**config.mk**
```make
export PLATFORM = sky130hd
export DESIGN_NAME = lbc_cell
export DESIGN_NICKNAME = d
export VERILOG_FILES = /design/src/rtl/lbc_pkg.sv /design/src/rtl/lbc_cell.sv
export SDC_FILE = /design/constraint.sdc
export NUM_CORES = 1
export LEC_CHECK = 0
export BUFFER_PORTS_ARGS = -buffer_cell sky130_fd_sc_hd__buf_4
export CAP_MARGIN = 10
export CORE_ASPECT_RATIO = 1.5
export CORE_MARGIN = 5
export CORE_UTILIZATION = 50
export CTS_CLUSTER_DIAMETER = 80
export DETAILED_ROUTE_END_ITERATION = 10
export PLACE_DENSITY = 0.88
export REMOVE_ABC_BUFFERS = 1
export SETUP_SLACK_MARGIN = 0.15
export SLEW_MARGIN = 20
export SYNTH_ARGS = -nofsm -noshare
export SYNTH_HDL_FRONTEND = slang
export SYNTH_SLANG_ARGS = --single-unit
```
**constraint.sdc**
```tcl
create_clock -name clk_i -period 4.2 [get_ports clk_i]
set_input_delay 0.84 -clock clk_i [delete_from_list [all_inputs] [get_ports clk_i]]
set_output_delay 0.84 -clock clk_i [all_outputs]
set_load 0.01 [all_outputs]
```
**src/rtl/lbc_pkg.sv**
```systemverilog
// lbc_pkg: shared types and constants of the lru block cache
`default_nettype none
package lbc_pkg;

  localparam int unsigned IDX_W   = 12;  // widest entry index (4096 entries)
  localparam int unsigned LIVE_W  = 13;  // entry count up to 4096
  localparam int unsigned CFG_W   = 9;

  typedef enum logic [1:0] {
    ACT_LOOKUP = 2'd0,
    ACT_INSERT = 2'd1,
    ACT_UPDATE = 2'd2
  } action_e;

  typedef enum logic [1:0] {
    STS_OK   = 2'd0,
    STS_MISS = 2'd1,
    STS_DUP  = 2'd2
  } status_e;

  typedef enum logic [1:0] {
    TGT_NONE    = 2'd0,
    TGT_INSERT  = 2'd1,
    TGT_UPDATE  = 2'd2,
    TGT_REFUSED = 2'd3
  } target_e;

  typedef enum logic [1:0] {
    S_IDLE,
    S_SEARCH,
    S_READ
  } state_e;

  typedef struct packed {
    action_e     action;
    logic [3:0]  disk;
    logic [7:0]  block;
    logic [4:0]  word_index;
    logic [63:0] data_word;
  } req_t;

  typedef struct packed {
    status_e     status;
    logic [63:0] read_word;
    logic        last;
    logic [31:0] hit_count;
    logic [31:0] query_count;
  } res_t;

  // search word handed from cell to cell
  typedef struct packed {
    logic             found;
    logic [IDX_W-1:0] match_idx;
    logic             has_free;
    logic [IDX_W-1:0] free_idx;
    logic             has_min;
    logic [31:0]      min_stamp;
    logic [IDX_W-1:0] min_idx;
  } carry_t;

  // write to one entry of the tag chain
  typedef struct packed {
    logic             en;
    logic             tag;
    logic [IDX_W-1:0] idx;
    logic [3:0]       disk;
    logic [7:0]       block;
    logic [31:0]      stamp;
  } ent_wr_t;

endpackage
`default_nettype wire

```
**src/rtl/lbc_cell.sv**
```systemverilog
// lbc_cell: one cache entry tag and stamp, one step of the search chain
`default_nettype none
module lbc_cell import lbc_pkg::*; #(
  parameter int unsigned IDX = 0
) (
  input  wire logic              clk_i,
  input  wire logic              rst_ni,
  input  wire logic [LIVE_W-1:0] live_i,
  input  wire logic [3:0]        disk_i,
  input  wire logic [7:0]        block_i,
  input  wire ent_wr_t           wr_i,
  input  wire carry_t            carry_i,
  output carry_t                 carry_o
);

  localparam logic [IDX_W-1:0] MY_IDX = IDX_W'(IDX);

  logic        valid_q;
  logic [3:0]  disk_q;
  logic [7:0]  block_q;
  logic [31:0] stamp_q;
  carry_t      carry_d;
  logic        in_use;
  logic        sel;

  assign in_use = LIVE_W'(IDX) < live_i;
  assign sel    = wr_i.en && (wr_i.idx == MY_IDX);

  always_ff @(posedge clk_i or negedge rst_ni) begin
    if (!rst_ni) begin
      valid_q <= 1'b0;
      disk_q  <= '0;
      block_q <= '0;
      stamp_q <= '0;
    end else if (sel) begin
      stamp_q <= wr_i.stamp;
      if (wr_i.tag) begin
        valid_q <= 1'b1;
        disk_q  <= wr_i.disk;
        block_q <= wr_i.block;
      end
    end
  end

  always_comb begin
    carry_d = carry_i;
    if (in_use) begin
      if (valid_q && disk_q == disk_i && block_q == block_i && !carry_i.found) begin
        carry_d.found     = 1'b1;
        carry_d.match_idx = MY_IDX;
      end
      if (!valid_q && !carry_i.has_free) begin
        carry_d.has_free = 1'b1;
        carry_d.free_idx = MY_IDX;
      end
      // strict compare keeps the lowest index among equal stamps
      if (valid_q && (!carry_i.has_min || stamp_q < carry_i.min_stamp)) begin
        carry_d.has_min   = 1'b1;
        carry_d.min_stamp = stamp_q;
        carry_d.min_idx   = MY_IDX;
      end
    end
  end

  always_ff @(posedge clk_i) begin
    carry_o <= carry_d;
  end

endmodule
`default_nettype wire

```
==> results of run 1 <==
-- sequential cells by signal, summed over array words and instances (netlist names) --
signal   cells
disk_q       4
valid_q      1
block_q      8
carry_o     71
stamp_q     32
-- how the worst min path moves through the flow --
stage / startpoint / to / slack (ps) / cells after the start
6_report: rst_ni / disk_q[1] / 440 / 1
5_1_grt: rst_ni / stamp_q[2] / 490 / 1
4_1_cts: rst_ni / block_q[0] / 460 / 1
3_5_place_dp: stamp_q[3] / stamp_q[3] / 500 / 2
3_3_place_gp: valid_q / valid_q / 480 / 1
2_1_floorplan: valid_q / valid_q / 460 / 1
-- per-stage QoR --
step	power (mW)	cell area, µm²	std cells
2_1_floorplan	1.26	4780	443
3_3_place_gp	1.45	6660	787
3_5_place_dp	1.46	6660	787
4_1_cts	3.00	7310	819
5_1_grt	3.08	7310	819
6_report	2.98	7310	819
-- metal layers --
metal / up-vias / global-route usage, %
li1: 1963 / -
met1: 1884 / 23.5
met2: 160 / 42.4
met3: 31 / 7.04
met4: 0 / 9.82
met5: - / 0
-- cells by family (layout without fill, tap and decap cells) --
family,count (synthesis),after routing
simple gates,179,179
mux,44,44
xor+xnor,12,12
compound gates,29,29
flops,116,116
buf+inv,45,293
fa+ha+maj,31,31
-- cell type report --
| type | count | area (µm²) |
|---|---|---|
| Clock inverter | 11 | 134 |
| Fill cell | 626 | 2270 |
| Sequential cell | 116 | 2550 |
| Timing Repair Buffer | 229 | 1730 |
| Tap cell | 115 | 144 |
| Multi-Input combinational cell | 295 | 2120 |
| Inverter | 32 | 120 |
| Clock buffer | 21 | 514 |
-- synth_stat cells (2+ instances only) --
cell / number
ha_1: 31
a21oi_1: 13
nand4_1: 6
dfrtp_1: 45
o21ai_0: 7
xnor2_1: 12
nor4_1: 3
buf_1: 4
nand2b_1: 4
nor3_1: 2
inv_1: 32
nand3_1: 4
mux2_4: 28
nor2_1: 8
clkbuf_1: 5
nand2_1: 109
nor2b_1: 26
mux2_2: 16
buf_6: 3
and2_1: 12
dfxtp_1: 71
-- power breakdown --
group	switching, mW	internal [mW]
logic	0.103	0.178
clock network	0.533	1.00
registers	0.0124	1.15
total	0.649	2.33
==> impl_metrics.ini, run 1 <==
[synthesis]
synth_top_family_by_area = simple AND/OR/NAND/NOR gates
seq_area_frac_synth_pct = 52.4
synth.largest_area_cell = dfxtp_1
synthArstFlopShare_pct = 38.8
syn_area_mm2 = 0.00486
ys_ff_latch = 116
synth.distinct_cells = 36
yosysTopAreaCellShare_pct = 29.3
synthFlopType = dfxtp_1
yosys.area_share.adder_pct = 7.99
synth_mux_area_share_pct = 12.4
ys_warn_count = 0
synthTopCellsByArea = dfxtp_1 29%, dfrtp_1 23%, mux2_4 8.7%
synthCells = 456
syn_avg_cell_area_um2 = 10.7
synth_edf_count = 0
synth-xor-area-share_pct = 2.16
synth_compound_area_share_pct = 3.86
synth-simple-area-share_pct = 17.2

[global_routing]
grt_pass1_vias = 4492
grt_usage_pct = 22.8
grt_overflow = 0
grt_pass1_wl_um = 21300
antenna_found_initial = 0
grt_max_degree = 46

[clock_network]
ctsHtreeMaxLevel = 4
cts_tree = done
ctsHoldBuffers = 0
path_clk_slew_ps = 60
cts_root_buf = clkbuf_16
clk_latency_ps = 400
cts_sinks = 116
cts-resized-gates = 0
cts-buffers-inserted = 17
cts_buffer_depth = 2
cts_setup_buffers = 0

[drt]
drt_iter0_drc = 99
drt-total-wl_um = 13800
wl_met2_um = 7680
drt_first_pass_iters = 4
wl_met1_um = 4900
drc = 0
postRouteAntennaNets = 0
num_vias = 4038
routedWlPerCell_um = 16.9
route.met3.wl_um = 866
route.top_layer_used = met4
viasPerCell = 4.93

[setup_path]
regToRegEndpoint = carry_o[12]
cp-endpoint = carry_o[12]
r2r-start = stamp_q[31]
critPathSlowestCell = mux2_2
cp-end-kind = flop
critPathTopFamily = compound AO/OA/AOI/OAI gates
crit_arrival_ps = 3110
critPathLaunch = carry_i[43]
reg2regPathDepth = 8
max_stage_delay_ps = 380
worst-path-buf-inv = 3
r2r_setup_slack_ps = 1560
path_max_fanout = 44
worstSetupStartpointType = primary input
crit_chain = buf_4, inv_1, ha_1, a21oi_1, o21ai_0, a221o_1, o21a_1, a311oi_4, buf_12, mux2_2
path_class = in -> reg
required_ps = 4490
crit_cells = 10

[cells_and_area]
final_util_pct = 76.3
layout_common_cells = 228 x buf_4, 109 x nand2_1, 71 x dfxtp_1, 45 x dfrtp_1, 32 x inv_1
layout_commonest_cell = buf_4
drive_gt1_share_pct = 44.0
n_antenna_cell = 0
nets = 878
syn_to_final_growth_pct = 50.5

[timing]
finalClockSkew_ps = 11.5
finalSetupViolCount = 0
fin_ws_ps = 1380
finalSetupTns_ps = 0
fmax_mhz = 354
drv_slew = 0
hold_ws_ps = 441
min_period_ps = 2820
rsz0062_at_grt = false
tightest_slew_ps = 797
min_period_over_period_pct = 67.2
finalHoldViolations = 0
relSlewSlack_pct = 46.7

[place]
dpl.hpwl_um = 10500
dpl_worst_slack_ps = 933
io_buffers = 226
routabilityCongestion = 0.859

[die]
die_h_um = 131
std_cell_rows = 44
dieArea_mm2 = 0.0118
core_mm2 = 0.00958
die_w_um = 90.5
io_pins = 227
start_util_pct = 50.7

[power_and_ir_drop]
p_leak_nw = 3.89
peakVddDrop_v = 0.000373
powerDensity_mw_per_mm2 = 407

[run]
drv_cap = 0

[run_status]
status = finished clean

[hold_path]
hold_class = in -> async
Power figures use the tool's default switching activity.
==> run 2, diff against run 1 <==
CORE_UTILIZATION = 47   (was 50)
PLACE_DENSITY = 0.84   (was 0.88)
clock period = 2.9 ns   (was 4.2 ns; I/O delays follow)
==> run 2 against run 1 <==
Clock power is 36% higher. Count of clock-buffer cells in the layout fell by 4. Utilization is 4.4 points lower. Clock skew decreased by 1.3 ps. Critical path depth fell by 2. Critical path type is now reg -> reg. Largest cell class unchanged.
==> impl_metrics.ini, run 2 (synthesized netlist as in run 1, its figures left out) <==
[drt]
drc = 0
drt_iter0_drc = 119
postRouteAntennaNets = 0
drt_first_pass_iters = 4
num_vias = 4078
viasPerCell = 4.94
routedWlPerCell_um = 17.0
drt-total-wl_um = 14000

[cells_and_area]
syn_to_final_growth_pct = 50.0
final_util_pct = 71.9
drive_gt1_share_pct = 44.4
nets = 882
top_register = carry_o
layout_common_cells = 232 x buf_4, 109 x nand2_1, 71 x dfxtp_1, 45 x dfrtp_1, 32 x inv_1
instances_no_fill = 825
largest_registers = carry_o: 71 flops, stamp_q: 32 flops, block_q: 8 flops
regArea_mm2 = 0.00255
multiInputGateArea_mm2 = 0.00212
n_antenna_cell = 0
largest_reg_flops = 71
nFillCells = 725
layout_commonest_cell = buf_4

[timing]
drv_slew = 0
tightest_slew_ps = 615
relSlewSlack_pct = 59.0
finalHoldViolations = 0
finalClockSkew_ps = 10.3
finalSetupViolCount = 0
finalSetupTns_ps = 0
rsz0062_at_grt = false
min_period_over_period_pct = 89.6
min_period_ps = 2600
fmax_mhz = 385

[place]
routabilityCongestion = 0.829
placed_cells = 793
io_buffers = 226
dpl.hpwl_um = 10500

[setup_path]
path_max_fanout = 15
path_class = reg -> reg
crit_arrival_ps = 2900
required_ps = 3200
critPathSlowestCell = dfrtp_1
worstSetupStartpointType = flop
crit_chain = ha_1, a21oi_1, o21ai_0, a221o_1, o21a_1, a311oi_4, buf_4, mux2_4
reg2regPathDepth = 8
max_stage_delay_ps = 400
cp-end-kind = flop

[global_routing]
grt_overflow = 0
grt_pass1_vias = 4520
grt_pass1_wl_um = 21800
grt_usage_pct = 22.9
antenna_found_initial = 0
grt_max_degree = 46

[clock_network]
cts_tree = done
cts_buffer_depth = 2
clk_latency_ps = 420
cts_sinks = 116
ctsHtreeMaxLevel = 4
cts-buffers-inserted = 17
cts_root_buf = clkbuf_16
path_clk_slew_ps = 60

[die]
core_mm2 = 0.0101
die_w_um = 93.0
io_pins = 227
std_cell_rows = 45
die_h_um = 135
start_util_pct = 47.9
dieArea_mm2 = 0.0125

[power_and_ir_drop]
p_leak_nw = 3.89
p_sw_uw = 977
switching_share_pct = 23.4
powerDensity_mw_per_mm2 = 573
peakVddDrop_v = 0.000422
seq_power_share_pct = 40.1
combPwrFrac_pct = 9.7
internal_power_mw = 3.20
pwr-share-clk_pct = 50.2

[hold_path]
hold_class = in -> async

[run_status]
status = finished clean

[run]
drv_cap = 0
[run 2: area by class of cell]
cell class / count / share of cell area, %
well taps: 117 / 2.01
inverters: 32 / 1.65
repair buffers: 233 / 24.2
flip-flops and latches: 116 / 35.0
clock inverters: 15 / 2.30
clock buffers: 17 / 5.84
multi-input cells: 295 / 29.1
[run 2: worst paths after layout]
| path | startpoint | end | slack, ps |
|---|---|---|---|
| worst min register to register | valid_q | valid_q | 490 |
| worst max-delay path | stamp_q[31] | carry_o[35] | 300 |
| max in group asynchronous | rst_ni | stamp_q[29] | 2300 |
| min in group clk_i | wr_i[7] | stamp_q[7] | 350 |
| worst min-delay path | rst_ni | disk_q[1] | 180 |
| worst max register to register | stamp_q[31] | carry_o[35] | 300 |
[run 2: power by group through the flow]
stage          Clock [mW]  Sequential, mW  Combinational (mW)
6_report             2.10            1.68               0.405
5_1_grt              2.21            1.68               0.437
4_1_cts              2.13            1.68               0.410
3_5_place_dp            0            1.71               0.404
3_3_place_gp            0            1.71               0.392
2_1_floorplan           0            1.73              0.0960
[run 2: critical path: cells and delay by family, from the launching register on]
family                     cells  cell delay [ps]
AOI/OAI and AO/OA              5             1080
DFF                            1              400
adders and majority gates      1              340
buffers and inverters          1              330
muxes                          1              330
[run 2: per-stage QoR]
stage	worst slack (ps)	power (mW)	hold slack, ps	instance area, µm²
floorplan	-926	1.83	284	4780
global placement	18.0	2.10	476	6690
detailed placement	-12.4	2.11	481	6690
CTS	293	4.21	179	7290
global route	212	4.33	222	7290
finish	301	4.18	179	7290
[run 2: repair_timing]
action	4_1_cts	5_1_grt
setup buffers	0	0
hold buffers	0	0
setup endpoints to repair	0	1
gates resized for setup	0	1
[run 2: routing by layer]
metal  up-vias  routed length [µm]  track usage, %
li1       1972                   -               -
met1      1924                4810            22.4
met2       153                7880            42.9
met3        29                 904            7.02
met4         0                 402            10.8
met5         -                   0               0
==> run 3, diff against run 2 <==
CORE_UTILIZATION = 42   (was 47)
MAX_ROUTING_LAYER = met4   (was unset)
PLACE_DENSITY = 0.79   (was 0.84)
clock period = 2.3 ns   (was 2.9 ns; I/O delays follow)
==> run 3 against run 2 <==
The run now ends with negative setup slack left. Global-route usage shrank 1.3 points. Die area up 11%. Sequential share of layout area down 2.8 points. Total power increased by 28%. Largest cell class unchanged.
==> impl_metrics.ini, run 3 (synthesized netlist as in run 1, its figures left out) <==
[run_status]
status = complete, but fails checks
violations = negative setup slack

[clock_network]
cts_root_buf = clkbuf_16
path_clk_slew_ps = 50
cts_tree = done
clk_latency_ps = 410
cts-buffers-inserted = 17
cts_sinks = 116
ctsHtreeMaxLevel = 4
cts_buffer_depth = 2

[die]
core_mm2 = 0.0114
io_pins = 227
start_util_pct = 42.6
die_w_um = 97.8
std_cell_rows = 48
die_h_um = 142
dieArea_mm2 = 0.0139

[timing]
finalSetupViolCount = 43
rsz0062_at_grt = true
relSlewSlack_pct = 57.4
finalHoldViolations = 0
tightest_slew_ps = 638
hold_ws_ps = 66.7
finalClockSkew_ps = 8.58
fin_ws_ps = -164
min_period_ps = 2460
drv_slew = 0
fmax_mhz = 406
min_period_over_period_pct = 107

[setup_path]
r2r-start = stamp_q[31]
crit_arrival_ps = 2800
path_max_fanout = 6
cp-end-kind = flop
critPathLaunch = stamp_q[31]
worstSetupStartpointType = flop
required_ps = 2640
path_class = reg -> reg

[power_and_ir_drop]
seq_power_share_pct = 39.5
p_leak_nw = 4.16
combPwrFrac_pct = 10.2
peakVddDrop_v = 0.000487
p_sw_mw = 1.13
powerDensity_mw_per_mm2 = 678
pwr-share-clk_pct = 50.3
internal_power_mw = 4.23
switching_share_pct = 21.1

[run]
drv_cap = 0

[place]
dpl.hpwl_um = 11000
dpl_worst_slack_ps = -486
routabilityCongestion = 0.910
placed_area_mm2 = 0.00698
io_buffers = 226

[drt]
drc = 0
drt-total-wl_um = 15400
drt_iter0_drc = 67
drt_first_pass_iters = 4
viasPerCell = 4.75
num_vias = 4272
postRouteAntennaNets = 0
routedWlPerCell_um = 17.1

[global_routing]
grt_max_degree = 46
grt_usage_pct = 21.6
grt_pass1_vias = 4784
grt_pass1_wl_um = 22700
antenna_found_initial = 0
grt_overflow = 0

[cells_and_area]
largest_reg_flops = 71
n_antenna_cell = 0
largest_registers = carry_o: 71 flops, stamp_q: 32 flops, block_q: 8 flops
layout_common_cells = 264 x buf_4, 109 x nand2_1, 71 x dfxtp_1, 45 x dfrtp_1
nets = 924
drive_gt1_share_pct = 48.9
fin_area_mm2 = 0.00791
layout_commonest_cell = buf_4
top_register = carry_o
syn_to_final_growth_pct = 62.8

[hold_path]
hold_class = in -> async
run 3: stage by stage:
| stage | TNS, ps | cells | total power, mW | util (%) |
|---|---|---|---|---|
| 4_1_cts | -5170 | 895 | 5.38 | 67.6 |
| 3_5_place_dp | -19060 | 860 | 2.68 | 61.1 |
| 2_1_floorplan | -74810 | 443 | 2.31 | - |
| 3_3_place_gp | -16340 | 860 | 2.66 | 61.1 |
| 5_1_grt | -8350 | 900 | 5.55 | 69.3 |
| 6_report | -5810 | 900 | 5.36 | 69.3 |
run 3: metal layers:
metal	part of all wire (%)	track usage, %	routed length, µm	vias up
li1	-	-	-	2048
met1	34	20.0	5170	2031
met2	58	40.8	8940	150
met3	5.0	5.95	763	43
met4	3.4	9.70	530	0
met5	0	-	0	-
run 3: final cells by class:
class,count,area [µm²]
multi-input combinational,295,2270
tap,150,188
clock buffer,26,563
sequential,116,2550
timing repair buffer,275,2160
fill,879,3500
clock inverter,6,60.1
inverter,32,120
run 3: worst max-delay path: stages (launching register included):
cell and delay (ps):
dfrtp_1 410, ha_4 330, nand4_4 130, nor4_2 370, a221o_1 220, o21a_1 170, a311oi_4 40, buf_6 180
clkbuf_16 170, buf_4 140, buf_8 120, nor2b_1 120
run 3: worst paths after layout:
kind                       slack, ps  cells after the start          end
setup reg to reg                -160                     11  carry_o[10]
max in group asynchronous       1790                      1  stamp_q[30]
min in group clk_i               240                      3   stamp_q[5]
hold / removal                    70                      1  stamp_q[10]
setup / recovery                -160                     11  carry_o[10]
hold reg to reg                  500                      1      valid_q
run 3: what timing repair did:
item,4_1_cts,5_1_grt
pin swaps,1,8
buffers inserted,2,3
endpoints found under the setup margin,44,44
cloned,1,2
hold buffers,0,0
gates resized for setup,22,15
run 3: power by group through the flow:
stage                     clock [mW]  combinational, mW  sequential, mW
after global routing            2.83              0.592            2.12
after global placement             0              0.509            2.15
after detailed placement           0              0.523            2.15
after CTS                       2.73              0.533            2.12
final                           2.70              0.547            2.12
after floorplan                    0              0.121            2.18
